==> config.mk <==
export PLATFORM = sky130hd
export DESIGN_NAME = line_segment_rasterizer_unit
export DESIGN_NICKNAME = d
export VERILOG_FILES = /design/src/sv/lsr_pkg.sv /design/src/sv/lsr_ctrl.sv /design/src/sv/lsr_datapath.sv /design/src/sv/line_segment_rasterizer_unit.sv
export SDC_FILE = /design/constraint.sdc
export NUM_CORES = 1
export LEC_CHECK = 0
export BUFFER_PORTS_ARGS = -buffer_cell sky130_fd_sc_hd__buf_2
export CORE_ASPECT_RATIO = 0.8
export CORE_UTILIZATION = 50
export CTS_CLUSTER_SIZE = 12
export DETAILED_ROUTE_END_ITERATION = 10
export PLACE_DENSITY = 0.69
export SYNTH_ARGS = -nofsm -noshare
export SYNTH_HDL_FRONTEND = slang
export SYNTH_HIERARCHICAL = 1
export SYNTH_SLANG_ARGS = --single-unit
==> constraint.sdc <==
create_clock -name clk_i -period 13.1 [get_ports clk_i]
set_clock_uncertainty 0.15 [all_clocks]
set_input_delay 0 -clock clk_i [delete_from_list [all_inputs] [get_ports clk_i]]
set_output_delay 0 -clock clk_i [all_outputs]
set_load 0.005 [all_outputs]
==> src/sv/lsr_pkg.sv <==
// shared types, constants and state codes of the line segment rasterizer
package lsr_pkg;

  // grid size defaults
  localparam int unsigned COLS_DEFAULT = 64;
  localparam int unsigned ROWS_DEFAULT = 64;

  // field widths
  localparam int unsigned COORD_W  = 6;
  localparam int unsigned SYMBOL_W = 8;

  // one segment word
  typedef struct packed {
    logic [COORD_W-1:0]  start_col;
    logic [COORD_W-1:0]  start_row;
    logic [COORD_W-1:0]  end_col;
    logic [COORD_W-1:0]  end_row;
    logic [SYMBOL_W-1:0] symbol;
  } seg_t;

  // one pixel word
  typedef struct packed {
    logic [COORD_W-1:0]  pixel_col;
    logic [COORD_W-1:0]  pixel_row;
    logic [SYMBOL_W-1:0] pixel_symbol;
    logic                last_pixel;
  } pixel_t;

  // controller states
  typedef enum logic [1:0] {
    ST_IDLE,
    ST_LOAD,
    ST_RUN
  } lsr_state_e;

  // commands from controller to datapath
  typedef struct packed {
    logic capture;
    logic setup;
    logic step;
  } lsr_cmd_t;

  // status from datapath to controller
  typedef struct packed {
    logic degenerate;
    logic at_last;
  } lsr_status_t;

endpackage

==> src/sv/lsr_ctrl.sv <==
// controller state machine of the line segment rasterizer
module lsr_ctrl (
  input  logic                 clk_i,
  input  logic                 rst_ni,
  input  logic                 start_i,
  input  lsr_pkg::lsr_status_t status_i,
  output lsr_pkg::lsr_cmd_t    cmd_o,
  output logic                 busy_o
);

  lsr_pkg::lsr_state_e state_q, state_d;

  // state register
  always_ff @(posedge clk_i or negedge rst_ni) begin
    if (!rst_ni) begin
      state_q <= lsr_pkg::ST_IDLE;
    end else begin
      state_q <= state_d;
    end
  end

  // next state
  always_comb begin
    state_d = state_q;
    unique case (state_q)
      lsr_pkg::ST_IDLE: begin
        if (start_i) state_d = lsr_pkg::ST_LOAD;
      end
      lsr_pkg::ST_LOAD: begin
        state_d = status_i.degenerate ? lsr_pkg::ST_IDLE : lsr_pkg::ST_RUN;
      end
      lsr_pkg::ST_RUN: begin
        if (status_i.at_last) state_d = lsr_pkg::ST_IDLE;
      end
      default: state_d = lsr_pkg::ST_IDLE;
    endcase
  end

  // outputs
  always_comb begin
    cmd_o  = '0;
    busy_o = 1'b1;
    unique case (state_q)
      lsr_pkg::ST_IDLE: begin
        busy_o        = 1'b0;
        cmd_o.capture = start_i;
      end
      lsr_pkg::ST_LOAD: begin
        cmd_o.setup = 1'b1;
      end
      lsr_pkg::ST_RUN: begin
        cmd_o.step = 1'b1;
      end
      default: begin
        busy_o = 1'b1;
      end
    endcase
  end

endmodule

==> src/sv/lsr_datapath.sv <==
// datapath of the line segment rasterizer: clamp, setup and remainder stepping
module lsr_datapath #(
  parameter int unsigned COLS = lsr_pkg::COLS_DEFAULT,
  parameter int unsigned ROWS = lsr_pkg::ROWS_DEFAULT
) (
  input  logic                 clk_i,
  input  logic                 rst_ni,
  input  lsr_pkg::lsr_cmd_t    cmd_i,
  input  lsr_pkg::seg_t        seg_i,
  output lsr_pkg::lsr_status_t status_o,
  output logic                 pixel_valid_o,
  output lsr_pkg::pixel_t      pixel_o
);

  localparam int unsigned CW = lsr_pkg::COORD_W;
  localparam logic [CW-1:0] COL_MAX = CW'(COLS - 1);
  localparam logic [CW-1:0] ROW_MAX = CW'(ROWS - 1);

  // captured, clamped segment
  logic [CW-1:0]               c1_q, r1_q, c2_q, r2_q;
  logic [lsr_pkg::SYMBOL_W-1:0] sym_q;

  // stepping state
  logic                col_major_q, col_major_d;
  logic [CW-1:0]       maj_q, maj_d;
  logic [CW-1:0]       hi_q, hi_d;
  logic [CW-1:0]       min_q, min_d;
  logic [CW-1:0]       span_q, span_d;
  logic signed [CW:0]  slope_q, slope_d;
  logic [CW-1:0]       rem_q, rem_d;

  // output word
  logic            valid_q;
  lsr_pkg::pixel_t pix_q;

  // clamp and capture on accept
  always_ff @(posedge clk_i) begin
    if (cmd_i.capture) begin
      c1_q  <= (seg_i.start_col > COL_MAX) ? COL_MAX : seg_i.start_col;
      r1_q  <= (seg_i.start_row > ROW_MAX) ? ROW_MAX : seg_i.start_row;
      c2_q  <= (seg_i.end_col > COL_MAX) ? COL_MAX : seg_i.end_col;
      r2_q  <= (seg_i.end_row > ROW_MAX) ? ROW_MAX : seg_i.end_row;
      sym_q <= seg_i.symbol;
    end
  end

  // setup: spans, major axis, walk from the low end of the major axis
  logic signed [CW+1:0] dc, dr, ndc, ndr;
  logic [CW-1:0]        adc, adr, maj1, maj2, min1, min2, lo, min_lo, min_hi;
  logic                 col_major, dir_up;

  always_comb begin
    dc        = $signed({2'b00, c2_q}) - $signed({2'b00, c1_q});
    dr        = $signed({2'b00, r2_q}) - $signed({2'b00, r1_q});
    ndc       = -dc;
    ndr       = -dr;
    adc       = dc[CW+1] ? ndc[CW-1:0] : dc[CW-1:0];
    adr       = dr[CW+1] ? ndr[CW-1:0] : dr[CW-1:0];
    col_major = adc > adr;
    maj1      = col_major ? c1_q : r1_q;
    maj2      = col_major ? c2_q : r2_q;
    min1      = col_major ? r1_q : c1_q;
    min2      = col_major ? r2_q : c2_q;
    dir_up    = maj1 < maj2;
    lo        = dir_up ? maj1 : maj2;
    hi_d      = dir_up ? maj2 : maj1;
    min_lo    = dir_up ? min1 : min2;
    min_hi    = dir_up ? min2 : min1;
    span_d    = hi_d - lo;
    slope_d   = $signed({1'b0, min_hi}) - $signed({1'b0, min_lo});
    col_major_d = col_major;
  end

  // one step: keep minor = ceil(num / span) with num = minor * span - rem
  logic signed [CW+1:0] rem_t;
  logic                 wrap_up, wrap_dn;

  always_comb begin
    rem_t   = $signed({2'b00, rem_q}) - $signed({slope_q[CW], slope_q});
    wrap_up = !slope_q[CW] && rem_t[CW+1];
    wrap_dn = slope_q[CW] && (rem_t >= $signed({2'b00, span_q}));
    maj_d   = maj_q + CW'(1);
    priority if (wrap_up) begin
      rem_d = rem_t[CW-1:0] + span_q;
      min_d = min_q + CW'(1);
    end else if (wrap_dn) begin
      rem_d = rem_t[CW-1:0] - span_q;
      min_d = min_q - CW'(1);
    end else begin
      rem_d = rem_t[CW-1:0];
      min_d = min_q;
    end
  end

  // stepping registers
  always_ff @(posedge clk_i) begin
    if (cmd_i.setup) begin
      col_major_q <= col_major_d;
      maj_q       <= lo;
      hi_q        <= hi_d;
      min_q       <= min_lo;
      span_q      <= span_d;
      slope_q     <= slope_d;
      rem_q       <= '0;
    end else if (cmd_i.step) begin
      maj_q <= maj_d;
      min_q <= min_d;
      rem_q <= rem_d;
    end
  end

  // output strobe
  always_ff @(posedge clk_i or negedge rst_ni) begin
    if (!rst_ni) begin
      valid_q <= 1'b0;
    end else begin
      valid_q <= cmd_i.step;
    end
  end

  // output word register
  always_ff @(posedge clk_i) begin
    if (cmd_i.step) begin
      pix_q.pixel_col    <= col_major_q ? maj_q : min_q;
      pix_q.pixel_row    <= col_major_q ? min_q : maj_q;
      pix_q.pixel_symbol <= sym_q;
      pix_q.last_pixel   <= (maj_q == hi_q);
    end
  end

  // status to controller
  assign status_o.degenerate = (adc == '0) && (adr == '0);
  assign status_o.at_last    = (maj_q == hi_q);

  assign pixel_valid_o = valid_q;
  assign pixel_o       = pix_q;

endmodule

==> src/sv/line_segment_rasterizer_unit.sv <==
// top level of the line segment rasterizer
// A segment word is taken when start_i is high and busy_o is low. The unit
// clamps both endpoints to the grid, picks the major axis (columns only when
// the column span is strictly larger) and emits one pixel word per cycle on
// pixel_valid_o, from the low end of the major axis to the high end; the
// last one carries last_pixel. Pixels cannot be held off: the receiver must
// take each word in the cycle it is shown. After acceptance the unit passes
// through its load state and then steps once per pixel, each pixel word
// registered from its step; a segment with a major span of S gives S + 1
// pixel words and holds busy_o high through the load state and all steps,
// and a segment with equal endpoints gives no pixels and holds busy_o only
// for the load state. The rate is set by the remainder stepping unit, which
// produces one pixel per cycle with exact ceiling rounding.
module line_segment_rasterizer_unit #(
  parameter int unsigned COLS = lsr_pkg::COLS_DEFAULT,
  parameter int unsigned ROWS = lsr_pkg::ROWS_DEFAULT
) (
  input  logic            clk_i,
  input  logic            rst_ni,
  input  logic            start_i,
  output logic            busy_o,
  input  lsr_pkg::seg_t   seg_i,
  output logic            pixel_valid_o,
  output lsr_pkg::pixel_t pixel_o
);

  lsr_pkg::lsr_cmd_t    cmd;
  lsr_pkg::lsr_status_t status;

  // controller
  lsr_ctrl u_ctrl (
    .clk_i    (clk_i),
    .rst_ni   (rst_ni),
    .start_i  (start_i),
    .status_i (status),
    .cmd_o    (cmd),
    .busy_o   (busy_o)
  );

  // datapath
  lsr_datapath #(
    .COLS (COLS),
    .ROWS (ROWS)
  ) u_datapath (
    .clk_i         (clk_i),
    .rst_ni        (rst_ni),
    .cmd_i         (cmd),
    .seg_i         (seg_i),
    .status_o      (status),
    .pixel_valid_o (pixel_valid_o),
    .pixel_o       (pixel_o)
  );

  // an accepted segment makes the unit busy
  a_accept_busy: assert property (@(posedge clk_i) disable iff (!rst_ni)
    (start_i && !busy_o) |=> busy_o)
    else $error("unit not busy after accepting a segment");

  // pixels only come out of a busy unit
  a_pixel_from_busy: assert property (@(posedge clk_i) disable iff (!rst_ni)
    pixel_valid_o |-> $past(busy_o))
    else $error("pixel word without a segment in work");

  // pixels of a segment are back to back until the last one
  a_no_gap: assert property (@(posedge clk_i) disable iff (!rst_ni)
    (pixel_valid_o && !pixel_o.last_pixel) |=> pixel_valid_o)
    else $error("gap inside a segment's pixel stream");

  // nothing follows the last pixel directly
  a_last_ends: assert property (@(posedge clk_i) disable iff (!rst_ni)
    (pixel_valid_o && pixel_o.last_pixel) |=> !pixel_valid_o)
    else $error("pixel word right after the last pixel");

endmodule

# After elaboration in Yosys (flattened, before gate mapping)
# Index checks and enable logic that the tools add are counted.
# Widths: inputs -> output; s select.
[totals] word_cells=81 out_inout_bits=23 input_bits=35 ff_bits=94
[op_classes] order_cmp=7 n_addsub=12 mux=28 n_reduce_logical=11 eq_ne=5
[ops] cell="$mux 6" n=20
[ops] cell="$gt 6x6->1 const B" n=4
[ops] cell="$sub 6x6->7" n=3
[ops] cell="$add 6x1->6 const B" n=2
[ops] cell="$logic_not 6->1" n=2
[ops] cell="$neg 6->6" n=2
[ops] cell="$sub 6x6->6" n=2
[ops] cell="$ge 8x7->1" n=1
[ops] cell="$sub 7x7->8" n=1
[ops] cell="$add 6x6->6" n=1
[ops] cell="$eq 6x6->1" n=1
[ops] cell="$gt 6x6->1" n=1
[ops] cell="$lt 6x6->1" n=1
[ops] cell="$mux 2" n=3
[ops] cell="$pmux 2 s3" n=1
[ops] cell="$sub 6x1->6 const B" n=1
[ops] cell="$mux 1" n=4
[ops] cell="$ne 2x2->1 const B" n=2
[ops] cell="$reduce_and 2->1" n=2
[ops] cell="$logic_and 1x1->1" n=3
[ops] cell="$reduce_bool 3->1" n=1
[ops] cell="$eq 2x1->1 const B" n=1
[ops] cell="$eq 2x2->1 const B" n=1
[ops] cell="$logic_not 2->1" n=1
[ops] cell="2 further kinds" n=2

# Logic depth before layout (Yosys ltp)
[logic_depth] word_depth=8 ltp_mapped=39 mapped_depth_nobuf=34

# Modules after synthesis
# The synthesis kept the hierarchy.
[modules_own_cells] mod="lsr_datapath" area_each_um2=6506.2 instances=1 seq_area_each_um2=2697.6 cells_each=643
[modules_own_cells] mod="lsr_ctrl" area_each_um2=100.1 instances=1 seq_area_each_um2=50.0 cells_each=11

# Worst setup path before layout
# No wires, ideal clock.
[synth_path] path_kind="register to register" startpoint="register u_datapath.c1_q[0]" endpoint="register u_datapath.slope_q[6], data pin" t_arrival_ns=6.945 path_slack_ns=5.748 path_stages_with_launch=32 t_required_ns=12.693 path_buffers=6 cell_sequence="edfxtp_1 > ha_1 > fa_1 > xor2_1 > nand3_2 > o311ai_4 > xnor3_1 > ha_1 > and4_1 > and3_1 > a31o_1 > buf_4 > clkbuf_1 > buf_2 > mux2i_1 > ha_1 > a21oi_1 > a31oi_1 > o221a_2 > o32a_1 > buf_2 > buf_2 > clkbuf_1 > o211ai_1 > o21ai_0 > ha_1 > fa_1 > nor2b_1 > o21ai_0 > nand2b_1 > a21o_1 > a21oi_1"
[synth_via] elab_chain_len=8 elab_cells_between_ends=12 cone_classes="add/sub (3); order compare (2); mux (7)"
[synth_rtl] element="start: declaration" line_no="lsr_datapath.sv:20" text="logic [CW-1:0] c1_q, r1_q, c2_q, r2_q;"
[synth_rtl] element="start signal: assignment" line_no="lsr_datapath.sv:39" text="c1_q <= (seg_i.start_col > COL_MAX) ? COL_MAX : seg_i.start_col;"
[synth_rtl] element="$sub 6x6->7" line_no="lsr_datapath.sv:53" text="dc = $signed({2'b00, c2_q}) - $signed({2'b00, c1_q});"
[synth_rtl] element="$neg 6->6" line_no="lsr_datapath.sv:55" text="ndc = -dc;"
[synth_rtl] element="$mux 6" line_no="lsr_datapath.sv:57" text="adc = dc[CW+1] ? ndc[CW-1:0] : dc[CW-1:0];"
[synth_rtl] element="$gt 6x6->1" line_no="lsr_datapath.sv:59" text="col_major = adc > adr;"
[synth_rtl] element="$mux 6, on equally long branches" line_no="lsr_datapath.sv:60, lsr_datapath.sv:61"
[synth_rtl] element="$lt 6x6->1" line_no="lsr_datapath.sv:64" text="dir_up = maj1 < maj2;"
[synth_rtl] element="$mux 6, on equally long branches" line_no="lsr_datapath.sv:68, lsr_datapath.sv:67"
[synth_rtl] element="$sub 6x6->7 (*)" line_no="lsr_datapath.sv:70" text="slope_d = $signed({1'b0, min_hi}) - $signed({1'b0, min_lo});"
[synth_rtl] element="named net u_datapath.slope_d[6]" line_no="lsr_datapath.sv:29" text="logic signed [CW:0] slope_q, slope_d;"
[synth_rtl] element="end signal: assignment" line_no="lsr_datapath.sv:103" text="slope_q <= slope_d;"
[synth_rtl] element="end: declaration" line_no="lsr_datapath.sv:29"
# Mark *: on every way through the listed nets, which the timed path passes. The rest lies on a longest branch.
# A chain may end at the register's enable or synchronous reset.

# Worst setup path in the final report
[layout_path] startpoint="register u_datapath.r2_q[0]" endpoint="register u_datapath.slope_q[5], data pin"
[layout_via] elab_chain_len=8 elab_cells_between_ends=12 cone_classes="add/sub (3); order compare (2); mux (7)"
[layout_rtl] element="start: declaration" line_no="lsr_datapath.sv:20"
[layout_rtl] element="start signal: assignment" line_no="lsr_datapath.sv:42" text="r2_q <= (seg_i.end_row > ROW_MAX) ? ROW_MAX : seg_i.end_row;"
[layout_rtl] element="$sub 6x6->7" line_no="lsr_datapath.sv:54" text="dr = $signed({2'b00, r2_q}) - $signed({2'b00, r1_q});"
[layout_rtl] element="$neg 6->6" line_no="lsr_datapath.sv:56" text="ndr = -dr;"
[layout_rtl] element="$mux 6" line_no="lsr_datapath.sv:58" text="adr = dr[CW+1] ? ndr[CW-1:0] : dr[CW-1:0];"
[layout_rtl] element="$gt 6x6->1" line_no="lsr_datapath.sv:59"
[layout_rtl] element="$mux 6, on equally long branches" line_no="lsr_datapath.sv:60, lsr_datapath.sv:61"
[layout_rtl] element="$lt 6x6->1" line_no="lsr_datapath.sv:64"
[layout_rtl] element="$mux 6, on equally long branches" line_no="lsr_datapath.sv:68, lsr_datapath.sv:67"
[layout_rtl] element="$sub 6x6->7 (*)" line_no="lsr_datapath.sv:70"
[layout_rtl] element="named net u_datapath.slope_d[5]" line_no="lsr_datapath.sv:29"
# Marks and branches as above.

==> impl_metrics.sql <==
INSERT INTO impl_metrics (metric_group, metric, value, unit) VALUES
('setup_path', 'worst_r2r_path_depth', '34', ''),
('clock_tree', 'clock_latency', '0.35', 'ns'),
('clock_tree', 'clk_transition_reported_paths', '0.08', 'ns'),
('grt', 'grt_pass1_wl', '25400', 'um'),
('placement', 'port_buffers', '57', ''),
('final_layout', 'syn2layout_area_growth', '15.5', '%'),
('die', 'core_area', '12900', 'sq um'),
('routing', 'viasPerCell', '5.54', ''),
('sta', 'layout_worst_path_cycle_share', '0.637', ''),
('hold_path', 'holdCritStartpoint', 'seg_i[5]', ''),
('sta', 'holdWs', '0.207', 'ns'),
('clock_tree', 'cts.htree.levels', '3', ''),
('sta', 'final-hold-violation-count', '0', ''),
('setup_path', 'timing.critical_path.arrival', '8.28', 'ns'),
('placement', 'place.gp.congestion', '0.957', ''),
('die', 'design.die.area', '13700', 'sq um'),
('clock_tree', 'ctsLongestPathBuffers', '2', ''),
('hold_path', 'worstHoldEndpoint', 'u_datapath/sym_q[5]', ''),
('sta', 'finalCriticalPeriod', '8.34', 'ns'),
('synth', 'synth.yosys.seq_area_share', '0.416', ''),
('synth', 'number_of_synthesized_flops_with_an_enable_pin', '85', ''),
('setup_path', 'critical_path_peak_fanout', '34', ''),
('setup_path', 'worst_r2r_startpoint', 'u_datapath/r2_q[0]', ''),
('die', 'chipWidth', '131', 'um'),
('routing', 'final_antenna_net_count', '0', ''),
('final_layout', 'finish.cell_count_without_fillers', '899', ''),
('synth', 'synthFlopType', 'edfxtp_1', ''),
('setup_path', 'worst_setup_path_start_kind', 'register', ''),
('routing', 'drc', '0', ''),
('sta', 'fmaxAchievable', '120', 'MHz'),
('routing', 'detailed_route_wire_length_per_cell', '17.3', 'um'),
('setup_path', 'crit_path_top_delay_cell', 'o32ai_4', ''),
('placement', 'dpl-instance-area', '6970', 'sq um'),
('routing', 'initialDrtViolationCount', '355', ''),
('synth', 'ys_ff_latch', '94', ''),
('die', 'fp-row-count', '37', ''),
('die', 'chipHeight', '105', 'um'),
('setup_path', 'cpPeakStageDelay', '0.76', 'ns'),
('sta', 'fin_tns_setup', '0', 'ns'),
('setup_path', 'r2r_setup_slack', '4.76', 'ns'),
('sta', 'worst-slew-pin-transition', '0.912', 'ns'),
('grt', 'gr-total-overflow', '0', ''),
('placement', 'number_of_cells_after_detailed_placement', '848', ''),
('hold_path', 'min_path_cells', '2', ''),
('sta', 'pins_over_their_slew_limit', '0', ''),
('routing', 'routed_wl', '15600', 'um'),
('routing', 'vias', '4977', ''),
('synth', 'synthesis.area', '6610', 'sq um'),
('synth', 'ys_types', '76', ''),
('hold_path', 'hold_path_class', 'in -> reg', ''),
('final_layout', 'design_area', '7630', 'sq um'),
('clock_tree', 'tritoncts', 'done', ''),
('final_layout', 'post_route_cells_drive_above_1_share', '0.157', ''),
('die', 'initial_standard_cell_utilization_of_the_core', '0.513', ''),
('grt', 'gr-usage-all-layers', '0.245', ''),
('grt', 'largest_net_degree_at_the_start_of_global_routing', '36', ''),
('setup_path', 'reg2reg_to', 'u_datapath/slope_q[5]', ''),
('routing', 'detail_route.first_pass.iterations', '5', ''),
('placement', 'hpwl_detailed', '11700', 'um'),
('sta', 'setup_viol', '0', ''),
('setup_path', 'crit_required', '13.03', 'ns'),
('final_layout', 'num-nets-final', '817', ''),
('clock_tree', 'cts-root-buf', 'clkbuf_16', ''),
('final_layout', 'final_common_cell', 'edfxtp_1', ''),
('synth', 'synthesis.yosys.warnings', '6', ''),
('die', 'design.portCount', '58', ''),
('setup_path', 'worstSetupEndpointType', 'register', ''),
('synth', 'post_synth_inst_count', '654', ''),
('synth', 'synthesis.area_per_instance', '10.1', 'sq um'),
('synth', 'synthArstFlopShare', '0.0319', ''),
('outcome', 'outcome', 'complete, no violations', ''),
('final_layout', 'layout_common_cells', '85 x edfxtp_1, 68 x inv_1, 57 x buf_2', ''),
('clock_tree', 'post_cts_resized', '0', ''),
('setup_path', 'worstSetupPathType', 'reg -> reg', ''),
('run', 'cap_viol_max_count', '0', ''),
('synth', 'synth.net_count', '752', ''),
('final_layout', 'n_antenna_cell', '0', ''),
('sta', 'max-slew-margin-rel', '0.386', ''),
('sta', 'rsz0062_at_grt', 'false', ''),
('clock_tree', 'cts-buffers-inserted', '9', ''),
('grt', 'initial_antenna_violation_count', '0', ''),
('grt', 'grt_pass1_vias', '5182', ''),
('clock_tree', 'cts.sinks', '94', '');
[metrics by stage]
step	worst slack, ns	util
final	4.76	0.593
after global routing	4.14	0.593
after CTS	4.87	0.593
after detailed placement	4.94	0.541
after global placement	5.17	0.541
after floorplan	5.75	-
[cell usage after synthesis, types with 6 or more instances]
library cell  number  area, sq um
o21ai_0           25          125
nor2b_1            8         50.1
nor2_1            52          195
xor2_1            14          123
ha_1              56          701
inv_1             68          255
a211oi_1           9         67.6
nor3_1             6         30.0
a31oi_1            8         50.1
a21o_1             7         52.6
xnor2_1           23          201
mux2i_1           24          240
o211ai_1          11         82.6
clkbuf_1          32          120
fa_1               7          140
edfxtp_1          85         2550
nand2_1           50          188
mux2_2            16          180
nand3_1           11         55.1
a21oi_1           41          205
dfxtp_1            6          120
[worst max path at each step]
stage / slack (ns) / start / cells past startpoint / to
global route: 4.14 / u_datapath/r2_q[0] / 34 / u_datapath/slope_q[5]
global placement: 5.17 / u_datapath/r1_q[0] / 32 / u_datapath/slope_q[5]
floorplan: 5.75 / u_datapath/c1_q[0] / 31 / u_datapath/slope_q[6]
CTS: 4.87 / u_datapath/r2_q[0] / 34 / u_datapath/slope_q[5]
finish: 4.76 / u_datapath/r2_q[0] / 34 / u_datapath/slope_q[5]
detailed placement: 4.94 / u_datapath/r2_q[0] / 34 / u_datapath/slope_q[5]
[worst max-delay path, delay by kind of cell (launching register included)]
| kind | cells | cell delay, ns |
|---|---|---|
| xor+xnor | 2 | 0.34 |
| mux | 1 | 0.25 |
| fa+ha+maj | 5 | 1.38 |
| simple gates | 8 | 1.21 |
| flops | 1 | 0.46 |
| buf+inv | 6 | 1.08 |
| compound gates | 12 | 3.18 |
[flip-flops by register name, indices dropped and copies added, names as in the netlist]
signal / cells
u_datapath/pixel_o: 21
u_datapath/sym_q: 8
u_datapath/slope_q: 7
u_datapath/c1_q: 6
u_datapath/c2_q: 6
u_datapath/hi_q: 6
u_datapath/maj_q: 6
u_datapath/min_q: 6
u_datapath/r1_q: 6
u_datapath/r2_q: 6
u_datapath/rem_q: 6
u_datapath/span_q: 6
u_ctrl/state_q: 2
u_datapath/col_major_q: 1
u_datapath/pixel_valid_o: 1
[final cells by class]
class	instances	area, sq um
clock buffer	9	225
inverter	70	263
sequential	94	2750
tap	175	219
multi-input combinational	447	3420
clock inverter	7	86.3
fill	1070	5240
timing repair buffer	97	673
[kinds of logic after synthesis]
family	share of synthesized area
and+or+nand+nor	0.112
AOI/OAI and AO/OA	0.154
buffers and inverters	0.0674
DFF	0.416
adders and majority gates	0.127
muxes	0.0670
xor gates and xnor gates	0.0561
[layer usage]
layer  vias to the layer above  routed length, um  track usage
met3                        30                745       0.0379
met1                      2357               6950        0.317
met5                         -                  0            0
met4                         0                393       0.0911
met2                       143               7490        0.410
li1                       2447                  -            -
[repair_timing]
item                      4_1_cts  5_1_grt
setup buffers                   0        0
hold endpoints to repair       38        0
hold buffers                   35        0
Power is left out: the tool's default activity adds up to more than one toggle a clock period on the data nets, which glitch-free logic cannot reach.
